## src/rtl/gsu_pkg.sv

```systemverilog
// Shared types and constants for the grid snap unit.
package gsu_pkg;

	// Default coordinate width (Q24.8 by default, fraction bits do not touch the math)
	localparam int COORD_WIDTH = 32;
	// Quotient / multiplier bits retired per divide-multiply stage
	localparam int STEP_BITS = 2;
	localparam int OP_WIDTH = 3;
	localparam int CFG_INDEX_WIDTH = 2;

	typedef enum logic [OP_WIDTH-1:0] {
		OP_NEAREST  = 3'd0,
		OP_DOWN     = 3'd1,
		OP_UP       = 3'd2,
		OP_INDEX    = 3'd3,
		OP_POSITION = 3'd4
	} op_t;

	typedef enum logic [1:0] {
		ST_OK   = 2'd0,
		ST_SAT  = 2'd1,
		ST_ZERO = 2'd2
	} status_t;

	typedef enum logic [CFG_INDEX_WIDTH-1:0] {
		REG_X_PITCH  = 2'd0,
		REG_X_OFFSET = 2'd1,
		REG_Y_PITCH  = 2'd2,
		REG_Y_OFFSET = 2'd3
	} cfg_reg_t;

	// Per-item control that rides along the pipeline
	typedef struct packed {
		op_t  op;
		logic pzero;  // selected pitch is zero
		logic dneg;   // coord - offset is negative
		logic ineg;   // grid index is negative
	} ctl_t;

endpackage

```

## src/rtl/gsu_step.sv

```systemverilog
// One divide/multiply pipeline stage: restoring divide and shift-add multiply.
module gsu_step #(
	parameter int COORD_WIDTH = gsu_pkg::COORD_WIDTH
) (
	input  logic                                            clk,
	input  logic                                            arst_n,
	input  logic                                            up_valid,
	output logic                                            up_ready,
	input  gsu_pkg::ctl_t                                   up_ctl,
	input  logic [COORD_WIDTH-2:0]                          up_pitch,
	input  logic [COORD_WIDTH-1:0]                          up_offset,
	input  logic [COORD_WIDTH-1:0]                          up_coord,
	input  logic [COORD_WIDTH-2:0]                          up_rem,
	input  logic [((COORD_WIDTH+gsu_pkg::STEP_BITS)/gsu_pkg::STEP_BITS)
	              *gsu_pkg::STEP_BITS-1:0]                  up_dq,
	input  logic [2*COORD_WIDTH-2:0]                        up_acc,
	input  logic [((COORD_WIDTH+gsu_pkg::STEP_BITS)/gsu_pkg::STEP_BITS)
	              *gsu_pkg::STEP_BITS-1:0]                  up_mlt,
	output logic                                            dn_valid,
	input  logic                                            dn_ready,
	output gsu_pkg::ctl_t                                   dn_ctl,
	output logic [COORD_WIDTH-2:0]                          dn_pitch,
	output logic [COORD_WIDTH-1:0]                          dn_offset,
	output logic [COORD_WIDTH-1:0]                          dn_coord,
	output logic [COORD_WIDTH-2:0]                          dn_rem,
	output logic [((COORD_WIDTH+gsu_pkg::STEP_BITS)/gsu_pkg::STEP_BITS)
	              *gsu_pkg::STEP_BITS-1:0]                  dn_dq,
	output logic [2*COORD_WIDTH-2:0]                        dn_acc,
	output logic [((COORD_WIDTH+gsu_pkg::STEP_BITS)/gsu_pkg::STEP_BITS)
	              *gsu_pkg::STEP_BITS-1:0]                  dn_mlt
);
	localparam int W   = COORD_WIDTH;
	localparam int PW  = W - 1;
	localparam int NST = (W + gsu_pkg::STEP_BITS) / gsu_pkg::STEP_BITS;
	localparam int QW  = NST * gsu_pkg::STEP_BITS;
	localparam int AW  = 2 * W - 1;

	logic [W-1:0]  trial;
	logic          take;
	logic [PW-1:0] rem_n;
	logic [QW-1:0] dq_n, mlt_n;
	logic [AW-1:0] acc_n;

	logic          v_s1, rdy_s1;
	gsu_pkg::ctl_t ctl_s1;
	logic [PW-1:0] pitch_s1, rem_s1;
	logic [W-1:0]  off_s1, c_s1;
	logic [QW-1:0] dq_s1, mlt_s1;
	logic [AW-1:0] acc_s1;

	// dq shifts dividend bits out at the top and quotient bits in at the bottom
	always_comb begin
		trial = '0;
		take  = 1'b0;
		rem_n = up_rem;
		dq_n  = up_dq;
		acc_n = up_acc;
		mlt_n = up_mlt;
		for (int k = 0; k < gsu_pkg::STEP_BITS; k++) begin
			trial = {rem_n, dq_n[QW-1]};
			take  = (trial >= {1'b0, up_pitch});
			rem_n = take ? PW'(trial - {1'b0, up_pitch}) : trial[PW-1:0];
			dq_n  = {dq_n[QW-2:0], take};
			acc_n = {acc_n[AW-2:0], 1'b0} + (mlt_n[QW-1] ? AW'(up_pitch) : AW'(0));
			mlt_n = {mlt_n[QW-2:0], 1'b0};
		end
	end

	assign rdy_s1   = !v_s1 || dn_ready;
	assign up_ready = rdy_s1;

	always_ff @(posedge clk or negedge arst_n) begin
		if (!arst_n) begin
			v_s1 <= 1'b0;
		end else if (rdy_s1) begin
			v_s1 <= up_valid;
		end
	end

	always_ff @(posedge clk) begin
		if (rdy_s1 && up_valid) begin
			ctl_s1   <= up_ctl;
			pitch_s1 <= up_pitch;
			off_s1   <= up_offset;
			c_s1     <= up_coord;
			rem_s1   <= rem_n;
			dq_s1    <= dq_n;
			acc_s1   <= acc_n;
			mlt_s1   <= mlt_n;
		end
	end

	assign dn_valid  = v_s1;
	assign dn_ctl    = ctl_s1;
	assign dn_pitch  = pitch_s1;
	assign dn_offset = off_s1;
	assign dn_coord  = c_s1;
	assign dn_rem    = rem_s1;
	assign dn_dq     = dq_s1;
	assign dn_acc    = acc_s1;
	assign dn_mlt    = mlt_s1;

endmodule

```

## config.mk

```make
export PLATFORM = sky130hd
export DESIGN_NAME = gsu_step
export DESIGN_NICKNAME = d
export VERILOG_FILES = /design/src/rtl/gsu_pkg.sv /design/src/rtl/gsu_step.sv
export SDC_FILE = /design/constraint.sdc
export NUM_CORES = 1
export LEC_CHECK = 0
export BUFFER_PORTS_ARGS = -buffer_cell sky130_fd_sc_hd__buf_2
export CAP_MARGIN = 30
export CELL_PAD_IN_SITES_DETAIL_PLACEMENT = 1
export CELL_PAD_IN_SITES_GLOBAL_PLACEMENT = 2
export CORE_MARGIN = 4
export CORE_UTILIZATION = 32
export DETAILED_ROUTE_END_ITERATION = 10
export PLACE_DENSITY = 0.79
export SYNTH_ARGS = -nofsm -noshare
export SYNTH_HDL_FRONTEND = slang
export SYNTH_SLANG_ARGS = --single-unit
```

## constraint.sdc

```tcl
create_clock -name clk -period 8.85 [get_ports clk]
set_input_delay 1.3275 -clock clk [delete_from_list [all_inputs] [get_ports clk]]
set_output_delay 1.3275 -clock clk [all_outputs]
set_load 0.01 [all_outputs]
```

==> results.sh, run 1 <==
export IMPL_crit_slowest_cell="o31ai_1"
export IMPL_worstReg2RegStart="dn_valid"
export IMPL_drt_iter0_drc=633
export IMPL_synth_area_leaders="edfxtp_1 46%, ha_1 9.0%, xnor2_1 4.9%, a21oi_1 4.1%, xor2_1 3.0%"
export IMPL_yosys_area_share_xor_xnor_pct=8.19
export IMPL_fin_area_um2=21300
export IMPL_clockBufferDepth=3
export IMPL_cts_hold_buf=0
export IMPL_io_pins=532
export IMPL_max_freq_mhz=137
export IMPL_cts_clk_slew_worst_paths_ns=0.06
export IMPL_synthSimpleGateAreaFrac_pct=15.4
export IMPL_postSynth_asyncResetShare_pct=0.382
export IMPL_synth_warnings=0
export IMPL_grt_pass1_vias=14994
export IMPL_path_depth=24
export IMPL_power_leakage_uw=0.00907
export IMPL_port_buffers=527
export IMPL_routedWlPerCell_um=21.7
export IMPL_ys_types=90
export IMPL_worstPathRequired_ns=9.17
export IMPL_skew_ns=0.00933
export IMPL_fin_crit_sh_pct=82.4
export IMPL_hold_viol=0
export IMPL_grt_pass1_wl_mm=91.3
export IMPL_cts_resized=0
export IMPL_worstSetupStartpoint="up_pitch[0]"
export IMPL_relSlewSlack_pct=39.0
export IMPL_worstPathCellList="buf_2, ha_1, inv_1, fa_1, a211oi_1, nor4_1, o31ai_1, a211oi_1, nor2_1, a211oi_1, nor2b_2, mux2_2, ha_1, nor2b_1, o21ai_0, a21oi_1, o31a_1, o41a_1, nor2_1, o221ai_1, o2111ai_1, nand3_2, buf_12, mux2_2"
export IMPL_synth_top_area_cell="edfxtp_1"
export IMPL_grt_antenna_before_repair=17
export IMPL_cts_htree_levels=1
export IMPL_placementRows=83
export IMPL_placedCellCount=2783
export IMPL_start_util_pct=32.6
export IMPL_ir_drop_mv=0.105
export IMPL_tns_ns=0
export IMPL_cts_buffers=31
export IMPL_avgSynthCellArea_um2=10.5
export IMPL_drive_gt1_share_pct=29.8
export IMPL_synth_edff_count=261
export IMPL_drc=0
export IMPL_cp_arrival_ns=7.61
export IMPL_yosys_area_top_type_share_pct=46.4
export IMPL_dp_hpwl_mm=50.8
export IMPL_setup_viol=0
export IMPL_synth_cells=1604
export IMPL_chipWidth_um=238
export IMPL_muxShareOfSynthArea_pct=1.32
export IMPL_area_delta_synth_final_pct=26.1
export IMPL_clk_latency_ns=0.57
export IMPL_dr_total_vias=14541
export IMPL_fin_util_pct=41.1
export IMPL_placed_area_um2=20300
export IMPL_r2r_slack_ns=6.43
export IMPL_core_um2=51800
export IMPL_synth_top_flop_cell="edfxtp_1"
export IMPL_critPathMaxStageDelay_ns=0.51
export IMPL_stdcell_count=2842
export IMPL_status="complete, no violations"
export IMPL_cp_common_cell="a211oi_1"
export IMPL_synth_top_family_by_area="compound AO/OA/AOI/OAI gates"
export IMPL_r2r_end="dn_offset[0]"
export IMPL_die_h_um=238
export IMPL_synth_most_common_cell="edfxtp_1"
export IMPL_reg2reg_depth=3
export IMPL_synthAdderAreaFrac_pct=9.50
export IMPL_clock_sinks=262
export IMPL_end_kind="register"
export IMPL_drtAntennaViolNets=0
export IMPL_yosys_top_cells_count="261 x edfxtp_1, 139 x a21oi_1, 122 x ha_1"
export IMPL_crit_family="compound AO/OA/AOI/OAI gates"
export IMPL_grt_setup_unrepaired="no"
export IMPL_start_kind="primary input"
export IMPL_tightestPinTransition_ns=0.915
export IMPL_crit_buf_inv=3
export IMPL_synth_compound_area_share_pct=16.5
export IMPL_worstHoldPathType="primary input to async pin"
export IMPL_routabilityCongestion=0.869
export IMPL_vias_per_cell=5.12
export IMPL_crit_type="primary input to register"
export IMPL_powerDensity_nw_per_um2=193
export IMPL_syn_area_um2=16900
export IMPL_dr_pass1_iters=5
export IMPL_cts_setup_buffers=0
export IMPL_cts_tree="built"
export IMPL_final_net_count=2529
export IMPL_synth_seq_area_share_pct=46.5
export IMPL_grt_overflow_total=0
export IMPL_routed_wl_mm=61.7
export IMPL_synth_seq_cells=262
export IMPL_grt_max_degree=134
export IMPL_root_buffer="clkbuf_16"
export IMPL_min_period_ns=7.29
export IMPL_globalRouteTotalUtil_pct=20.5
export IMPL_drv_cap=0
export IMPL_worstPathMaxFanout=50
export IMPL_die_area_um2=56600
export IMPL_slew_violations=0
export IMPL_p_total_uw=4120
## placed cells by master (no fill, tap or decap), drive strengths merged, types with 6 or more instances in the layout
master    n
nand2b   21
nor3     35
a21o     45
xor2     58
o31a      6
o211ai   16
o21bai   16
and3     11
clkinv   12
inv      77
a211o     9
nand3    41
o31ai     7
a21boi    8
xnor2    97
o21ai    89
and2     75
a31oi    13
nor4      7
mux2     18
o21a     27
buf     535
nand2   116
nor2b    17
ha      122
nand4    26
a211oi   18
a21oi   140
edfxtp  261
nor2    117
clkbuf   36
## registers in the layout (all words and copies together) (netlist names)
register / flops
dn_acc: 63
dn_coord: 32
dn_ctl: 6
dn_dq: 34
dn_mlt: 32
dn_offset: 32
dn_pitch: 31
dn_rem: 31
dn_valid: 1
## cells by family after synthesis
family / count (synthesis)
flip-flops: 262
buffers and inverters: 111
adder cells (fa/ha/maj): 126
XOR/XNOR: 155
multiplexers: 20
AO/OA/AOI/OAI: 431
other: 1
AND/OR/NAND/NOR: 498
## worst max path at each step
stage	endpoint	slack [ns]
after floorplan	dn_acc[0]	0.71
after global placement	dn_rem[26]	1.08
after detailed placement	dn_rem[26]	0.95
after CTS	dn_rem[26]	1.53
after global routing	dn_rem[3]	1.13
final	dn_rem[3]	1.56
## stage by stage
stage,worst slack [ns],hold slack (ns)
floorplan,0.715,0.622
global placement,1.08,0.527
detailed placement,0.949,0.547
CTS,1.53,0.477
global route,1.13,0.484
finish,1.56,0.521
## final cells by class
type | instances | area, um^2
Fill cell | 5967 | 30500
Clock inverter | 18 | 176
Tap cell | 680 | 851
Timing Repair Buffer | 535 | 2720
Clock buffer | 36 | 795
Antenna cell | 5 | 12.5
Inverter | 74 | 278
Sequential cell | 262 | 7860
Multi-Input combinational cell | 1232 | 8630
## where the power goes
| group | internal (uW) | switching, uW |
|---|---|---|
| logic | 528 | 785 |
| clock network | 725 | 519 |
| registers | 1530 | 30.8 |
## per-layer routing
layer / track usage, % / vias up / share of wire, %
met4: 5.54 / 10 / 2.7
met1: 25.2 / 7033 / 41
met3: 4.53 / 92 / 6.2
li1: - / 7006 / -
met2: 36.5 / 400 / 50
met5: 0 / - / 0.11
Note: power is estimated with default switching activity, not from simulation.
==> inputs of run 2 (changes only) <==
--- a/config.mk
+++ b/config.mk
@@ -10,9 +10,9 @@
 export CELL_PAD_IN_SITES_DETAIL_PLACEMENT = 1
 export CELL_PAD_IN_SITES_GLOBAL_PLACEMENT = 2
 export CORE_MARGIN = 4
-export CORE_UTILIZATION = 32
+export CORE_UTILIZATION = 29
 export DETAILED_ROUTE_END_ITERATION = 10
-export PLACE_DENSITY = 0.79
+export PLACE_DENSITY = 0.76
 export SYNTH_ARGS = -nofsm -noshare
 export SYNTH_HDL_FRONTEND = slang
 export SYNTH_SLANG_ARGS = --single-unit
==> constraint.sdc (replaced) <==
create_clock -name clk -period 6.7 [get_ports clk]
set_input_delay 1.005 -clock clk [delete_from_list [all_inputs] [get_ports clk]]
set_output_delay 1.005 -clock clk [all_outputs]
set_load 0.01 [all_outputs]
==> run 2 against run 1 <==
  * Cell count up 8.5%
  * Largest power group unchanged
  * Sequential share of layout area fell by 2.1 points
  * Critical path type unchanged
  * Clock-buffer cell count fell by 5
  * Highest routed layer unchanged
==> results.sh, run 2 (synthesis results as in run 1) <==
export IMPL_status="complete, no violations"
export IMPL_worstPathMaxFanout=13
export IMPL_p_sw_uw=1860
export IMPL_crit_slowest_cell="fa_1"
export IMPL_root_buffer="clkbuf_16"
export IMPL_grt_antenna_before_repair=19
export IMPL_io_pins=532
export IMPL_min_period_ns=6.31
export IMPL_grt_overflow_total=0
export IMPL_final_cell_mix="527 x buf_2, 261 x edfxtp_1, 151 x buf_4"
export IMPL_drive_gt1_share_pct=34.6
export IMPL_fin_crit_sh_pct=94.2
export IMPL_core_um2=57700
export IMPL_largest_reg_flops=63
export IMPL_p_int_uw=3850
export IMPL_grt_pass1_vias=15881
export IMPL_grt_max_degree=186
export IMPL_drtAntennaViolNets=0
export IMPL_placed_area_um2=21600
export IMPL_cp_common_cell="buf_4"
export IMPL_drc=0
export IMPL_die_h_um=249
export IMPL_die_area_um2=62200
export IMPL_placementRows=88
export IMPL_clock_sinks=262
export IMPL_start_util_pct=29.3
export IMPL_critPathMaxStageDelay_ns=0.38
export IMPL_power_frac_clock_pct=29.8
export IMPL_comb_power_share_pct=33.9
export IMPL_setup_viol=0
export IMPL_p_total_uw=5700
export IMPL_dp_slack_ns=-0.420
export IMPL_power_leakage_uw=0.00980
export IMPL_setup_ws_ns=0.388
export IMPL_start_kind="primary input"
export IMPL_grt_setup_unrepaired="no"
export IMPL_cts_htree_levels=1
export IMPL_ir_drop_mv=0.170
export IMPL_globalRouteTotalUtil_pct=19.2
export IMPL_routedWlPerCell_um=20.4
export IMPL_cts_clk_slew_worst_paths_ns=0.06
export IMPL_drt_iter0_drc=679
export IMPL_cp_arrival_ns=6.65
export IMPL_slew_violations=0
export IMPL_skew_ns=0.0186
export IMPL_crit_type="primary input to register"
export IMPL_routabilityCongestion=0.895
export IMPL_fillers=6682
export IMPL_powerDensity_nw_per_um2=252
export IMPL_switching_share_pct=32.6
export IMPL_seqPwrFrac_pct=36.3
export IMPL_chipWidth_um=249
export IMPL_dr_total_vias=15055
export IMPL_final_common_cell="buf_2"
export IMPL_final_net_count=2676
export IMPL_hold_viol=0
export IMPL_max_freq_mhz=158
export IMPL_drv_cap=0
export IMPL_fin_area_um2=22600
export IMPL_dr_pass1_iters=6
export IMPL_dp_hpwl_mm=52.5
export IMPL_area_delta_synth_final_pct=33.9
export IMPL_vias_per_cell=4.88
export IMPL_tightestPinTransition_ns=1.01
export IMPL_clk_latency_ns=0.58
export IMPL_worstPathRequired_ns=7.04
export IMPL_routed_wl_mm=62.9
export IMPL_clockBufferDepth=3
export IMPL_end_kind="register"
export IMPL_cts_tree="built"
export IMPL_worstHoldPathType="primary input to async pin"
export IMPL_grt_pass1_wl_mm=94.8
export IMPL_port_buffers=527
export IMPL_cts_buffers=31
export IMPL_relSlewSlack_pct=32.7
export IMPL_whs_ns=0.180
run 2: cell count changes in the layout (fill, tap and decap cells not counted), moves of 2 or more:
| cell | change |
|---|---|
| diode_2 | +8 |
| o21ai_1 | +2 |
| o21ai_0 | -2 |
| buf_4 | +145 |
| clkbuf_1 | -5 |
| clkinvlp_4 | +5 |
| inv_8 | +2 |
run 2: power groups by stage:
stage | logic, uW | registers (uW) | clock network (uW)
3_5_place_dp | 1940 | 2100 | 0
6_report | 1930 | 2070 | 1700
2_1_floorplan | 1040 | 2190 | 0
5_1_grt | 2140 | 2080 | 1840
4_1_cts | 1950 | 2070 | 1760
3_3_place_gp | 1890 | 2100 | 0
run 2: repair_timing:
item                       in CTS  in global routing
setup endpoints to repair       0                 31
setup buffers                   0                  1
resized for setup               0                  3
hold buffers                    0                  0
run 2: final cells by class:
| cell class | count | area [um^2] | area share, % |
|---|---|---|---|
| multi-input cells | 1232 | 8630 | 38.1 |
| repair buffers | 682 | 3860 | 17.0 |
| flip-flops and latches | 262 | 7860 | 34.7 |
| clock buffers | 31 | 776 | 3.43 |
| inverters | 74 | 278 | 1.23 |
| diodes | 13 | 32.5 | 0.144 |
| clock inverters | 25 | 236 | 1.04 |
| well taps | 765 | 957 | 4.23 |
run 2: path summary, 6_finish.rpt:
path | startpoint | to | slack (ns) | cells past startpoint
setup / recovery | up_dq[33] | dn_rem[20] | 0.39 | 29
hold / removal | arst_n | dn_valid | 0.18 | 1
setup reg to reg | dn_valid | dn_coord[19] | 4.79 | 3
hold reg to reg | dn_valid | dn_valid | 0.57 | 2
max in group asynchronous | arst_n | dn_valid | 6.44 | 1
min in group clk | dn_valid | dn_valid | 0.57 | 2
run 2: worst max-delay path, delay by kind of cell:
kind / cells / cell delay, ns
AOI/OAI and AO/OA: 11 / 2.52
and+or+nand+nor: 6 / 0.87
muxes: 1 / 0.36
adders and majority gates: 3 / 0.84
buffers and inverters: 8 / 1.08
run 2: stage by stage:
stage | instances | setup TNS, ns | util, %
after CTS | 3070 | 0 | 39.2
final | 3084 | 0 | 39.2
after detailed placement | 3014 | -10.45 | 37.4
after floorplan | 1605 | 0 | -
after global routing | 3081 | 0 | 39.2
after global placement | 3013 | -10.28 | 37.3
run 2: metal layers:
| layer | global-route usage [%] | wire length, um |
|---|---|---|
| met4 | 4.46 | 1320 |
| met1 | 22.9 | 25800 |
| met5 | 0 | 31 |
| met3 | 3.66 | 3600 |
| met2 | 35.6 | 32200 |
==> inputs of run 3 (changes only) <==
--- a/config.mk
+++ b/config.mk
@@ -5,14 +5,15 @@
 export SDC_FILE = /design/constraint.sdc
 export NUM_CORES = 1
 export LEC_CHECK = 0
+export ABC_AREA = 1
 export BUFFER_PORTS_ARGS = -buffer_cell sky130_fd_sc_hd__buf_2
 export CAP_MARGIN = 30
 export CELL_PAD_IN_SITES_DETAIL_PLACEMENT = 1
 export CELL_PAD_IN_SITES_GLOBAL_PLACEMENT = 2
 export CORE_MARGIN = 4
-export CORE_UTILIZATION = 29
+export CORE_UTILIZATION = 27
 export DETAILED_ROUTE_END_ITERATION = 10
-export PLACE_DENSITY = 0.76
+export PLACE_DENSITY_LB_ADDON = 0.2
 export SYNTH_ARGS = -nofsm -noshare
 export SYNTH_HDL_FRONTEND = slang
 export SYNTH_SLANG_ARGS = --single-unit
==> run 3 against run 2 <==
  * Core utilization shrank 4.7 points
  * Worst setup slack gained 0.67 ns
  * Sequential share of layout area shrank 2.5 points
  * Area after synthesis grew 15%
  * Flip-flop and latch count is the same
  * First-iteration DRC count grew 61%
  * Non-clock buffer count shrank 137
  * Critical endpoint is now dn_rem[15]
  * Largest cell class unchanged
==> results.sh, run 3 <==
export IMPL_final_common_cell="nand2_1"
export IMPL_placementRows=97
export IMPL_postSynth_asyncResetShare_pct=0.382
export IMPL_setup_viol=0
export IMPL_tightestPinTransition_ns=0.833
export IMPL_power_leakage_uw=0.0122
export IMPL_cts_hold_buf=0
export IMPL_cts_resized=0
export IMPL_grt_pass1_wl_mm=121
export IMPL_synth_most_common_cell="nand2_1"
export IMPL_worstHoldPathType="primary input to async pin"
export IMPL_root_buffer="clkbuf_16"
export IMPL_slew_violations=0
export IMPL_drv_cap=0
export IMPL_synth_seq_cells=262
export IMPL_critPathMaxStageDelay_ns=0.39
export IMPL_chipWidth_um=276
export IMPL_crit_type="primary input to register"
export IMPL_synth_cells=2516
export IMPL_hold_viol=0
export IMPL_max_freq_mhz=177
export IMPL_drtAntennaViolNets=0
export IMPL_cts_buffers=34
export IMPL_routabilityCongestion=0.917
export IMPL_final_net_count=3468
export IMPL_dp_hpwl_mm=72.2
export IMPL_largest_reg_flops=63
export IMPL_clk_latency_ns=0.55
export IMPL_relSlewSlack_pct=44.5
export IMPL_seqPwrFrac_pct=35.4
export IMPL_area_delta_synth_final_pct=25.8
export IMPL_cts_setup_buffers=0
export IMPL_worstPathMaxFanout=47
export IMPL_start_kind="primary input"
export IMPL_synth_top_area_cell="edfxtp_1"
export IMPL_skew_ns=0.0186
export IMPL_grt_max_degree=138
export IMPL_worstReg2RegStart="dn_valid"
export IMPL_globalRouteTotalUtil_pct=21.1
export IMPL_grt_antenna_before_repair=4
export IMPL_drive_gt1_share_pct=22.9
export IMPL_ys_types=51
export IMPL_clockBufferDepth=3
export IMPL_cts_tree="built"
export IMPL_clock_sinks=262
export IMPL_port_buffers=527
export IMPL_grt_pass1_vias=19394
export IMPL_syn_area_um2=19400
export IMPL_p_sw_uw=2070
export IMPL_tns_ns=0
export IMPL_dr_pass1_iters=5
export IMPL_start_util_pct=27.4
export IMPL_crit_slowest_cell="ha_1"
export IMPL_end_kind="register"
export IMPL_cp_arrival_ns=5.92
export IMPL_dr_total_vias=18690
export IMPL_drt_iter0_drc=1096
export IMPL_cts_htree_levels=2
export IMPL_powerDensity_nw_per_um2=240
export IMPL_synth_top_flop_cell="edfxtp_1"
export IMPL_yosys_top_cells_count="784 x nand2_1, 386 x inv_1, 261 x edfxtp_1"
export IMPL_grt_overflow_total=0
export IMPL_p_int_uw=3770
export IMPL_yosys_area_top_type_share_pct=40.4
export IMPL_grt_setup_unrepaired="no"
export IMPL_worstSetupStartpoint="up_pitch[3]"
export IMPL_cts_clk_slew_worst_paths_ns=0.05
export IMPL_avgSynthCellArea_um2=7.70
export IMPL_ir_drop_mv=0.155
export IMPL_die_area_um2=76100
export IMPL_stdcell_count=4041
export IMPL_comb_power_share_pct=33.6
export IMPL_fin_crit_sh_pct=84.2
export IMPL_final_cell_mix="784 x nand2_1, 527 x buf_2, 386 x inv_1"
export IMPL_p_total_uw=5850
export IMPL_vias_per_cell=4.63
export IMPL_worstPathRequired_ns=6.98
export IMPL_synth_seq_area_share_pct=40.6
export IMPL_io_pins=532
export IMPL_synth_edff_count=261
export IMPL_die_h_um=276
export IMPL_drc=0
export IMPL_power_frac_clock_pct=31.0
export IMPL_synth_area_leaders="edfxtp_1 40%, nand2_1 15%, ha_1 7.9%, inv_1 7.5%, nor2_1 3.9%"
export IMPL_min_period_ns=5.64
export IMPL_core_um2=70600
export IMPL_synth_warnings=0
export IMPL_cp_common_cell="nand2_1"
export IMPL_routed_wl_mm=83.6
export IMPL_routedWlPerCell_um=20.7
export IMPL_status="complete, no violations"
export IMPL_switching_share_pct=35.5
export IMPL_placedCellCount=3979
[run 3: metrics by stage]
| step | area, um^2 | utilization, % | hold WS (ns) | worst slack (ns) |
|---|---|---|---|---|
| 2_1_floorplan | 19400 | - | 0.671 | 0.807 |
| 3_3_place_gp | 23300 | 33.0 | 0.562 | 0.621 |
| 3_5_place_dp | 23300 | 33.0 | 0.589 | 0.511 |
| 4_1_cts | 24400 | 34.5 | 0.200 | 1.10 |
| 5_1_grt | 24400 | 34.5 | 0.209 | 0.711 |
| 6_report | 24400 | 34.5 | 0.241 | 1.06 |
[run 3: worst max-delay path: cells and delay by family]
kind / cells / cell delay (ns)
compound gates: 5 / 1.16
buf+inv: 5 / 0.73
fa+ha+maj: 2 / 0.76
simple gates: 20 / 2.24
[run 3: logic make-up (layout without fill, tap and decap cells)]
group / count (synthesis) / after routing / share of synthesized area (%)
compound gates: 275 / 275 / 7.98
xor+xnor: 129 / 129 / 5.87
fa+ha+maj: 126 / 126 / 8.29
buf+inv: 425 / 1007 / 8.40
flops: 262 / 262 / 40.6
other cells: 1 / 4 / 0.0193
simple gates: 1298 / 1298 / 28.9
[run 3: area by class of cell]
cell class                      count  area [um^2]
Clock buffer                       37          883
Multi-Input combinational cell   1830         9910
Sequential cell                   262         7860
Tap cell                          940         1180
Clock inverter                     23          214
Antenna cell                        2         5.00
Timing Repair Buffer              545         2840
Inverter                          402         1510
Fill cell                        8753        46200
[run 3: metal layers]
layer	global-route usage [%]	share of wire, %	vias up	wire length (um)
met5	0	0.016	-	13
met3	3.15	5.2	88	4390
met1	26.7	43	8867	36000
met4	5.24	2.4	2	1980
met2	37.6	49	430	41300
li1	-	-	9303	-
[run 3: final timing paths]
kind / to / cells after the start / slack (ns)
max in group asynchronous: dn_valid / 1 / 6.37
min reg2reg: dn_valid / 2 / 0.59
min in group clk: dn_valid / 2 / 0.59
max reg2reg: dn_acc[51] / 2 / 4.97
max: dn_rem[15] / 32 / 1.06
min: dn_valid / 1 / 0.24
[run 3: power groups by stage]
stage	Clock (uW)	Combinational, uW	Sequential, uW
floorplan	0	1130	2200
global placement	0	1980	2100
detailed placement	0	1990	2110
CTS	1890	2000	2080
global route	1950	2200	2080
finish	1810	1960	2070
